===== src/rtl/assert_macros.svh =====
// Assertion macros shared by the hasher modules.
// Included by files that carry concurrent checks.
`ifndef ASSERT_MACROS_SVH
`define ASSERT_MACROS_SVH
// Implication checked on every clock edge outside reset.
`define ASSERT_IMPL(label, clk, rst, ante, cons) \
  label: assert property (@(posedge clk) disable iff (rst) (ante) |-> (cons)) \
    else $error("assertion failed");
// Next-cycle implication checked outside reset.
`define ASSERT_NEXT(label, clk, rst, ante, cons) \
  label: assert property (@(posedge clk) disable iff (rst) (ante) |=> (cons)) \
    else $error("assertion failed");
`endif


===== src/rtl/sha256_pkg.sv =====
// Package for the SHA-256 stream hasher: constants, types, round functions.
// Used by the controller, datapath and top level.
package sha256_pkg;

  localparam int unsigned WordW = 32;

  typedef logic [WordW-1:0] word_t;

  localparam logic [7:0] PadByte = 8'h80;
  localparam logic [5:0] LenPos = 6'd56;

  localparam logic CmdAbsorb = 1'b0;
  localparam logic CmdFinish = 1'b1;

  typedef enum logic [3:0] {
    ST_IDLE,
    ST_LOAD,
    ST_ROUND,
    ST_UPDATE,
    ST_PAD,
    ST_EMIT
  } state_t;

  // Controller to datapath commands.
  typedef struct packed {
    logic       buf_we;
    logic [5:0] buf_addr;
    logic [1:0] buf_src;    // 0 data byte, 1 pad byte, 2 zero, 3 length byte
    logic       bits_inc;
    logic       load_vars;
    logic       do_round;
    logic [5:0] round_idx;
    logic       update_hash;
    logic       reset_hash;
    logic       word_rd;    // read schedule word source
  } dp_cmd_t;

  localparam logic [1:0] SrcData = 2'd0;
  localparam logic [1:0] SrcPad  = 2'd1;
  localparam logic [1:0] SrcZero = 2'd2;
  localparam logic [1:0] SrcLen  = 2'd3;

  function automatic word_t hash_init(input logic [2:0] i);
    unique case (i)
      3'd0: hash_init = 32'h6a09e667;
      3'd1: hash_init = 32'hbb67ae85;
      3'd2: hash_init = 32'h3c6ef372;
      3'd3: hash_init = 32'ha54ff53a;
      3'd4: hash_init = 32'h510e527f;
      3'd5: hash_init = 32'h9b05688c;
      3'd6: hash_init = 32'h1f83d9ab;
      default: hash_init = 32'h5be0cd19;
    endcase
  endfunction

  localparam word_t RoundK [64] = '{
    32'h428a2f98, 32'h71374491, 32'hb5c0fbcf, 32'he9b5dba5, 32'h3956c25b, 32'h59f111f1,
    32'h923f82a4, 32'hab1c5ed5, 32'hd807aa98, 32'h12835b01, 32'h243185be, 32'h550c7dc3,
    32'h72be5d74, 32'h80deb1fe, 32'h9bdc06a7, 32'hc19bf174, 32'he49b69c1, 32'hefbe4786,
    32'h0fc19dc6, 32'h240ca1cc, 32'h2de92c6f, 32'h4a7484aa, 32'h5cb0a9dc, 32'h76f988da,
    32'h983e5152, 32'ha831c66d, 32'hb00327c8, 32'hbf597fc7, 32'hc6e00bf3, 32'hd5a79147,
    32'h06ca6351, 32'h14292967, 32'h27b70a85, 32'h2e1b2138, 32'h4d2c6dfc, 32'h53380d13,
    32'h650a7354, 32'h766a0abb, 32'h81c2c92e, 32'h92722c85, 32'ha2bfe8a1, 32'ha81a664b,
    32'hc24b8b70, 32'hc76c51a3, 32'hd192e819, 32'hd6990624, 32'hf40e3585, 32'h106aa070,
    32'h19a4c116, 32'h1e376c08, 32'h2748774c, 32'h34b0bcb5, 32'h391c0cb3, 32'h4ed8aa4a,
    32'h5b9cca4f, 32'h682e6ff3, 32'h748f82ee, 32'h78a5636f, 32'h84c87814, 32'h8cc70208,
    32'h90befffa, 32'ha4506ceb, 32'hbef9a3f7, 32'hc67178f2
  };

  function automatic word_t rotr(input word_t x, input int unsigned n);
    rotr = (x >> n) | (x << (WordW - n));
  endfunction

endpackage


===== src/rtl/sha256_stream_hasher_core.sv =====
// SHA-256 stream hasher, top level.
// Depends on sha256_pkg, sha256_ctrl, sha256_dp.
//
// Input channel: in_valid/in_stall with cmd and data_byte. cmd 0 absorbs
// data_byte into the message; cmd 1 pads the message and emits the digest.
// Output channel: out_valid/out_stall with digest_word, word_index, last_word.
// A finish gives eight items, words 0..7; last_word marks word 7.
// An absorb is a single buffer write, except the byte that fills a 64-byte
// block, which then runs a load step, 129 round-sequencer steps (each of the
// first 16 rounds waits for four bytes from the single-read block RAM)
// and a hash update step.
// A finish takes the padding writes (one per byte left in the block, and 64
// more before a second block), one or two block compressions, then the
// digest words. In that time in_stall stays high.
// A stalled output holds the current word; the next word follows the cycle
// after it is taken. After word 7 the hash returns to the initial values
// and the length count to zero.
// Reset (rst, synchronous) clears the controller, the length count and the
// hash words; the block buffer needs no clearing.
module sha256_stream_hasher_core (
  input  logic        clk,
  input  logic        rst,
  input  logic        in_valid,
  output logic        in_stall,
  input  logic        cmd,
  input  logic [7:0]  data_byte,
  output logic        out_valid,
  input  logic        out_stall,
  output logic [31:0] digest_word,
  output logic [2:0]  word_index,
  output logic        last_word
);
  sha256_pkg::dp_cmd_t dp_cmd;
  logic [2:0] sel;
  logic [5:0] rd_addr;

  sha256_ctrl u_ctrl (
    .clk(clk), .rst(rst), .in_valid(in_valid), .in_stall(in_stall), .cmd_in(cmd),
    .out_stall(out_stall), .out_valid(out_valid), .out_sel(sel), .rd_addr(rd_addr),
    .cmd(dp_cmd)
  );

  sha256_dp u_dp (
    .clk(clk), .rst(rst), .cmd(dp_cmd), .data_byte(data_byte), .rd_addr(rd_addr),
    .out_sel(sel), .out_word(digest_word)
  );

  assign word_index = sel;
  assign last_word  = (sel == 3'd7);
endmodule


===== src/rtl/sha256_ram.sv =====
// Generic single-port-write, one-read RAM with registered read data.
// No dependencies.
module sha256_ram #(
  parameter int unsigned Width = 8,
  parameter int unsigned Depth = 64
) (
  input  logic                     clk,
  input  logic                     we,
  input  logic [$clog2(Depth)-1:0] waddr,
  input  logic [Width-1:0]         wdata,
  input  logic [$clog2(Depth)-1:0] raddr,
  output logic [Width-1:0]         rdata
);
  logic [Width-1:0] mem [Depth];

  always_ff @(posedge clk) begin
    if (we) mem[waddr] <= wdata;
    rdata <= mem[raddr];
  end
endmodule


===== src/rtl/sha256_dp.sv =====
// Datapath: block buffer RAM, message length, schedule, round unit, hash words.
// Depends on sha256_pkg and sha256_ram.
`include "assert_macros.svh"
module sha256_dp (
  input  logic                clk,
  input  logic                rst,
  input  sha256_pkg::dp_cmd_t cmd,
  input  logic [7:0]          data_byte,
  input  logic [5:0]          rd_addr,
  input  logic [2:0]          out_sel,
  output sha256_pkg::word_t   out_word
);
  sha256_pkg::word_t hash [8];
  sha256_pkg::word_t wv [8];
  sha256_pkg::word_t sched [16];
  logic [63:0] message_bits;
  logic [7:0]  wdata, rdata;
  sha256_pkg::word_t wacc;      // big-endian word assembled from bytes
  sha256_pkg::word_t w_cur, s0, s1, t1, t2, ch, maj, bs0, bs1;
  logic [3:0] ti;

  // Byte to write into the block buffer.
  always_comb begin
    case (cmd.buf_src)
      sha256_pkg::SrcData: wdata = data_byte;
      sha256_pkg::SrcPad:  wdata = sha256_pkg::PadByte;
      sha256_pkg::SrcZero: wdata = 8'd0;
      default: wdata = message_bits[(7 - cmd.buf_addr[2:0]) * 8 +: 8];
    endcase
  end

  sha256_ram #(.Width(8), .Depth(64)) u_buf (
    .clk(clk), .we(cmd.buf_we), .waddr(cmd.buf_addr), .wdata(wdata),
    .raddr(rd_addr), .rdata(rdata)
  );

  // Length counter.
  always_ff @(posedge clk) begin
    if (rst || cmd.reset_hash) message_bits <= '0;
    else if (cmd.bits_inc) message_bits <= message_bits + 64'd8;
  end

  // Byte shifter for schedule words, one byte per cycle while word_rd is set.
  always_ff @(posedge clk) begin
    if (cmd.word_rd) wacc <= {wacc[23:0], rdata};
  end

  // Schedule word and round functions for this round.
  assign ti = cmd.round_idx[3:0];
  always_comb begin
    s1 = sha256_pkg::rotr(sched[ti - 4'd2], 17) ^ sha256_pkg::rotr(sched[ti - 4'd2], 19)
       ^ (sched[ti - 4'd2] >> 10);
    s0 = sha256_pkg::rotr(sched[ti - 4'd15], 7) ^ sha256_pkg::rotr(sched[ti - 4'd15], 18)
       ^ (sched[ti - 4'd15] >> 3);
    w_cur = (cmd.round_idx < 6'd16) ? wacc : s1 + sched[ti - 4'd7] + s0 + sched[ti];
    bs1 = sha256_pkg::rotr(wv[4], 6) ^ sha256_pkg::rotr(wv[4], 11)
        ^ sha256_pkg::rotr(wv[4], 25);
    ch  = (wv[4] & wv[5]) ^ (~wv[4] & wv[6]);
    t1  = wv[7] + bs1 + ch + sha256_pkg::RoundK[cmd.round_idx] + w_cur;
    bs0 = sha256_pkg::rotr(wv[0], 2) ^ sha256_pkg::rotr(wv[0], 13)
        ^ sha256_pkg::rotr(wv[0], 22);
    maj = (wv[0] & wv[1]) ^ (wv[0] & wv[2]) ^ (wv[1] & wv[2]);
    t2  = bs0 + maj;
  end

  // Round registers.
  always_ff @(posedge clk) begin
    if (cmd.load_vars) begin
      for (int v = 0; v < 8; v++) wv[v] <= hash[v];
    end else if (cmd.do_round) begin
      sched[ti] <= w_cur;
      wv[7] <= wv[6];
      wv[6] <= wv[5];
      wv[5] <= wv[4];
      wv[4] <= wv[3] + t1;
      wv[3] <= wv[2];
      wv[2] <= wv[1];
      wv[1] <= wv[0];
      wv[0] <= t1 + t2;
    end
  end

  // Chaining words.
  always_ff @(posedge clk) begin
    if (rst || cmd.reset_hash) begin
      for (int v = 0; v < 8; v++) hash[v] <= sha256_pkg::hash_init(3'(v));
    end else if (cmd.update_hash) begin
      for (int v = 0; v < 8; v++) hash[v] <= hash[v] + wv[v];
    end
  end

  assign out_word = hash[out_sel];

  `ASSERT_IMPL(a_round_excl, clk, rst, cmd.do_round, !cmd.load_vars && !cmd.update_hash)
  `ASSERT_NEXT(a_bits_step, clk, rst, cmd.bits_inc && !cmd.reset_hash,
               message_bits == $past(message_bits) + 64'd8)
  `ASSERT_NEXT(a_hash_reset, clk, rst, cmd.reset_hash, hash[0] == 32'h6a09e667)
endmodule


===== src/rtl/sha256_ctrl.sv =====
// Controller: accepts items, sequences buffer writes, padding, rounds, digest output.
// Depends on sha256_pkg.
`include "assert_macros.svh"
module sha256_ctrl (
  input  logic                clk,
  input  logic                rst,
  input  logic                in_valid,
  output logic                in_stall,
  input  logic                cmd_in,
  input  logic                out_stall,
  output logic                out_valid,
  output logic [2:0]          out_sel,
  output logic [5:0]          rd_addr,
  output sha256_pkg::dp_cmd_t cmd
);
  sha256_pkg::state_t state, state_next;
  logic [5:0] fill, fill_next;
  logic [7:0] cnt, cnt_next;      // load/round step counter
  logic [2:0] ph, ph_next;        // step within a five-step word fetch
  logic [4:0] grp, grp_next;      // word fetch group, 0..16
  logic       fin, fin_next;      // finishing message
  logic       last, last_next;    // current pad block holds the length
  logic [2:0] osel, osel_next;

  always_ff @(posedge clk) begin
    if (rst) begin
      state <= sha256_pkg::ST_IDLE;
      fill <= '0; cnt <= '0; ph <= '0; grp <= '0; fin <= 1'b0; last <= 1'b0;
      osel <= '0;
    end else begin
      state <= state_next;
      fill <= fill_next; cnt <= cnt_next; ph <= ph_next; grp <= grp_next;
      fin <= fin_next; last <= last_next;
      osel <= osel_next;
    end
  end

  assign out_sel = osel;

  // Rounds 0..15 each take four byte reads and one round step: round r runs
  // at cnt = 5*(r+1), so round 15 lands at cnt 80. Rounds 16..63 follow one
  // per cycle at cnt 81..128.
  always_comb begin
    state_next = state;
    fill_next = fill; cnt_next = cnt; fin_next = fin; last_next = last;
    ph_next = ph; grp_next = grp;
    osel_next = osel;
    cmd = '0;
    in_stall = 1'b1;
    out_valid = 1'b0;
    rd_addr = '0;
    unique case (state)
      sha256_pkg::ST_IDLE: begin
        in_stall = 1'b0;
        if (in_valid) begin
          if (cmd_in == sha256_pkg::CmdAbsorb) begin
            cmd.buf_we = 1'b1; cmd.buf_addr = fill; cmd.buf_src = sha256_pkg::SrcData;
            cmd.bits_inc = 1'b1;
            fill_next = fill + 6'd1;
            if (fill == 6'd63) begin
              state_next = sha256_pkg::ST_LOAD; fin_next = 1'b0;
            end
          end else begin
            cmd.buf_we = 1'b1; cmd.buf_addr = fill; cmd.buf_src = sha256_pkg::SrcPad;
            fill_next = fill + 6'd1;
            fin_next = 1'b1;
            last_next = (fill < 6'd56);
            state_next = (fill == 6'd63) ? sha256_pkg::ST_LOAD : sha256_pkg::ST_PAD;
          end
        end
      end
      sha256_pkg::ST_PAD: begin
        // Zero up to the length field, then the length; all zeros on a long tail.
        cmd.buf_we = 1'b1; cmd.buf_addr = fill;
        cmd.buf_src = (last && fill >= sha256_pkg::LenPos) ? sha256_pkg::SrcLen
                                                           : sha256_pkg::SrcZero;
        fill_next = fill + 6'd1;
        if (fill == 6'd63) state_next = sha256_pkg::ST_LOAD;
      end
      sha256_pkg::ST_LOAD: begin
        cmd.load_vars = 1'b1;
        cnt_next = '0;
        ph_next = '0;
        grp_next = '0;
        state_next = sha256_pkg::ST_ROUND;
      end
      sha256_pkg::ST_ROUND: begin
        // cnt 0..79 fetches the sixteen block words and runs rounds 0..14.
        if (cnt < 8'd80) begin
          rd_addr = {grp[3:0], 2'b00} + {3'b000, ph};
          cmd.word_rd = (ph != 3'd0);
          cmd.do_round = (ph == 3'd0) && (grp != 5'd0);
          cmd.round_idx = {1'b0, grp} - 6'd1;
          if (ph == 3'd4) begin
            ph_next = '0;
            grp_next = grp + 5'd1;
          end else begin
            ph_next = ph + 3'd1;
          end
        end else begin
          cmd.do_round = 1'b1;
          cmd.round_idx = 6'(cnt - 8'd65);
        end
        cnt_next = cnt + 8'd1;
        if (cnt == 8'd128) state_next = sha256_pkg::ST_UPDATE;
      end
      sha256_pkg::ST_UPDATE: begin
        cmd.update_hash = 1'b1;
        if (!fin) state_next = sha256_pkg::ST_IDLE;
        else if (last) begin
          state_next = sha256_pkg::ST_EMIT; osel_next = '0;
        end else begin
          last_next = 1'b1; state_next = sha256_pkg::ST_PAD;
        end
      end
      sha256_pkg::ST_EMIT: begin
        out_valid = 1'b1;
        if (!out_stall) begin
          osel_next = osel + 3'd1;
          if (osel == 3'd7) begin
            cmd.reset_hash = 1'b1; fin_next = 1'b0; fill_next = '0;
            state_next = sha256_pkg::ST_IDLE;
          end
        end
      end
      default: state_next = sha256_pkg::ST_IDLE;
    endcase
  end

  `ASSERT_IMPL(a_stall_busy, clk, rst, state != sha256_pkg::ST_IDLE, in_stall)
  `ASSERT_IMPL(a_emit_fin, clk, rst, out_valid, fin && last)
  `ASSERT_IMPL(a_fill_zero_emit, clk, rst, out_valid, fill == 6'd0)
endmodule


===== config.mk =====
export PLATFORM = sky130hd
export DESIGN_NAME = sha256_stream_hasher_core
export DESIGN_NICKNAME = d
export VERILOG_FILES = /design/src/rtl/sha256_pkg.sv /design/src/rtl/sha256_stream_hasher_core.sv /design/src/rtl/sha256_ram.sv /design/src/rtl/sha256_dp.sv /design/src/rtl/sha256_ctrl.sv
export VERILOG_INCLUDE_DIRS = /design/src /design/src/rtl
export SDC_FILE = /design/constraint.sdc
export NUM_CORES = 2
export LEC_CHECK = 0
export CORE_MARGIN = 1
export CORE_UTILIZATION = 28
export CTS_CLUSTER_SIZE = 14
export DETAILED_ROUTE_END_ITERATION = 6
export DONT_BUFFER_PORTS = 1
export MAX_ROUTING_LAYER = met4
export PLACE_DENSITY_LB_ADDON = 0.1
export SYNTH_ARGS = -nofsm -noshare
export SYNTH_HDL_FRONTEND = slang
export SYNTH_SLANG_ARGS = --single-unit

===== constraint.sdc =====
create_clock -name clk -period 20.4 [get_ports clk]
set_input_delay 4.08 -clock clk [delete_from_list [all_inputs] [get_ports clk]]
set_output_delay 4.08 -clock clk [all_outputs]
set_load 0.05 [all_outputs]

==> metrics.md <==
| Metric | Value |
|---|---|
| Post-route ant nets | `0` |
| Crit path capture type | `register` |
| Worst-Margin Slew | `~1300 ps` |
| Sequential element share of the synthesized area | `47.9%` |
| Overflow after GRT | `0` |
| Total length of routed wires | `slightly above 400 mm` |
| Crit-path most repeated cell | `a21oi_1` |
| Final instance area | `116000 sq um` |
| TritonCTS Buffers | `215` |
| Total GRT Usage | `22.4%` |
| Initial Util | `28.2%` |
| Worst-case headroom to the max-slew limit | `about an eighth` |
| Slowest cell on crit path | `ha_4` |
| Mapped Nets | `10600` |
| Filler Cell Count | `36700` |
| P&R area growth vs syn | `12.6%` |
| Power Density | `68.4 nW/um^2` |
| Final setup vio count | `0` |
| Clock share of power | `49.6%` |
| Synth async-reset ratio | `0%` |
| HPWL Detailed | `286 mm` |
| # resized after CTS | `0` |
| Crit-path max FO | `21` |
| TritonCTS clock tree | `built` |
| IO Count | `51` |
| Die Span X | `608 microns` |
| Die ar. | `369000 sq um` |
| Switching power total | `1.79 mW` |
| Mapped Area | `103000 sq um` |
| Final Hold Fails | `0` |
| Library cells used by synthesis | `93` |
| Clock tree buffer depth | `4` |
| First-pass GRT wire length | `around 590 mm` |
| Gate Count Post-Synth | `10000` |
| Antenna violations before repair | `15` |
| R2R Setup Slk | `3530 ps` |
| Clk_skew | `90.0 ps` |
| Seq pwr share | `47.7%` |
| Critical Path AT | `17630 ps` |
| Maximum clock rate | `approximately 59 MHz` |
| Reg clk slew, reported paths | `approximately 60 ps` |
| Clk sinks | `1671` |
| Final net count | `10500` |
| Status | `finished clean` |
| Hold-fix buffers at CTS | `0` |
| Crit Path Class | `register to register` |
| Max Cap Viol | `0` |
| Period utilization | `82.7%` |
| Maximum VDD drop | `0.0669 mV` |
| First-pass detailed-route iteration total | `6` |
| Routed length per instance | `28.0 microns` |
| Final setup TNS | `0 ps` |
| Post-CTS Setup Inserts | `0` |
| Vias in the first global route | `between 70000 and 80000` |
| Row cnt | `about 220` |
| Vias per cell | `5.39` |
| Crit-path max cell delay | `720 ps` |
| H-tree levels | `4` |
| Core Util, Final | `31.8%` |
| Core area | `364000 sq um` |
| Largest net degree at the start of global routing | `160` |
| Critical Path RT | `21160 ps` |
| Detailed router's first-iteration violation count | `8423` |
| Clock Latency Late Sink | `950 ps` |
| Vias | `80000` |
| Min-Delay Path Class | `register to register` |
| Min Tclk post-route | `16870 ps` |
| Post-synth EDFFs | `1568` |
| I/O Buffers | `0` |
| Combinational fraction of design power | `2.7%` |
| CP Launch Type | `register` |
| DP Area | `about 110000 sq um` |
| Sw Share | `22.6%` |
| # DRC | `0` |
| Power Total | `7.92 mW` |
| Share of layout cells above drive strength 1 | `8.85%` |
| WHS | `just over 400 ps` |
| RSZ-0062 raised after global routing | `false` |
| Routability cong. | `roughly 0.9` |
| Root Buffer | `clkbuf_16` |
| Yosys warns | `0` |
| Synth Flop Type | `edfxtp_1` |
| Leakage power | `42.1 nW` |
| Final slew viol count | `0` |
| Internal Power | `around 6 mW` |
| Mapped Avg Cell Area | `10.2 sq um` |
| Die height | `between 600 and 700 microns` |
| Yosys reg bits | `1671` |
-- critical path: cells and delay by family (launching register included) --
family,cells,cell delay (ps)
adders and majority gates,9,4120
buffers and inverters,6,1770
DFF,1,530
muxes,1,330
xor gates and xnor gates,7,1590
and+or+nand+nor,6,1890
AOI/OAI and AO/OA,23,6380
-- cell usage in the layout, fill, tap and decap left out, drive strengths merged, types with 238 or more instances in the layout --
cell type  instances
mux2i            239
nor2             586
edfxtp          1568
xor2             238
clkbuf           267
o21ai            455
xnor2            378
inv              298
nand3            483
ha               396
a21oi            601
nand2           2124
-- sequential cells by signal (all words and copies together) (netlist names), named ones only --
| signal | flops |
|---|---|
| u_dp.u_buf.rdata | 8 |
| u_dp.u_buf.mem | 512 |
| u_ctrl.grp | 5 |
| u_ctrl.cnt | 8 |
| u_ctrl.last | 1 |
| u_ctrl.state | 4 |
| u_dp.wacc | 32 |
| u_ctrl.fill | 6 |
| u_dp.sched | 512 |
| u_dp.hash | 256 |
| u_ctrl.out_sel | 3 |
| u_dp.message_bits | 61 |
| u_ctrl.fin | 1 |
| u_ctrl.ph | 3 |
| u_dp.wv | 256 |
-- cell families after synthesis --
family,count (synthesis),synth area share [%]
AO/OA/AOI/OAI,2072,12.8
AND/OR/NAND/NOR,3686,15.2
flip-flops,1671,47.9
buffers and inverters,900,3.33
XOR/XNOR,618,5.31
adder cells (fa/ha/maj),611,8.82
multiplexers,478,6.61
other,1,0.00365
-- cells in the mapped netlist, types with 99 or more instances --
master	n	share of area (%)
fa_1	195	3.8
edfxtp_1	1568	46
mux4_2	151	3.3
xnor2_1	377	3.2
a21o_1	175	1.3
xor2_1	238	2.0
nand3_1	483	2.4
a31oi_1	99	0.60
clkbuf_1	481	1.8
ha_1	396	4.8
nor3_1	106	0.52
a21oi_1	600	2.9
buf_1	104	0.38
inv_1	291	1.1
dfxtp_1	103	2.0
nand2_1	2123	7.8
a211oi_1	144	1.1
o21ai_0	452	2.2
nor2_1	583	2.1
mux2i_1	238	2.3
-- final timing paths --
kind	start	to	cells past startpoint
setup / recovery	u_ctrl.cnt[6]$_SDFFE_PP0P_	u_dp.wv[0][31]$_DFFE_PP_	52
hold reg to reg	u_dp.u_buf.rdata[7]$_DFF_P_	u_dp.wacc[7]$_DFFE_PP_	0
setup reg to reg	u_ctrl.cnt[6]$_SDFFE_PP0P_	u_dp.wv[0][31]$_DFFE_PP_	52
hold / removal	u_dp.u_buf.rdata[7]$_DFF_P_	u_dp.wacc[7]$_DFFE_PP_	0
-- power by group through the flow --
stage / Clock (mW) / Sequential, mW / Combinational [mW]
after global placement: 0 / 3.85 / 0.212
after global routing: 4.14 / 3.77 / 0.237
after detailed placement: 0 / 3.84 / 0.215
after floorplan: 0 / 3.84 / 0.145
final: 3.93 / 3.78 / 0.214
after CTS: 4.03 / 3.77 / 0.216
-- cell type report --
| type | instances | area, sq um | area share, % |
|---|---|---|---|
| repair buffers | 203 | 1600 | 1.38 |
| clock inverters | 121 | 1300 | 1.12 |
| flip-flops and latches | 1671 | 49200 | 42.5 |
| multi-input cells | 7466 | 50700 | 43.8 |
| inverters | 297 | 1130 | 0.976 |
| diodes | 8 | 20.0 | 0.0173 |
| well taps | 4794 | 6000 | 5.19 |
| clock buffers | 267 | 5770 | 4.99 |
-- per-layer routing --
metal | GRT usage [%] | part of all wire, %
met1 | 30.4 | 46
met2 | 34.9 | 46
met3 | 2.70 | 5.4
met4 | 6.67 | 3.4
met5 | - | 0
-- stage by stage --
stage / setup WS (ps) / cells
global route: 2600 / 14800
finish: 3530 / 14800
floorplan: 6250 / 10000
global placement: 3530 / 14400
CTS: 3450 / 14800
detailed placement: 3490 / 14400
(Power assumes the default switching activity.)
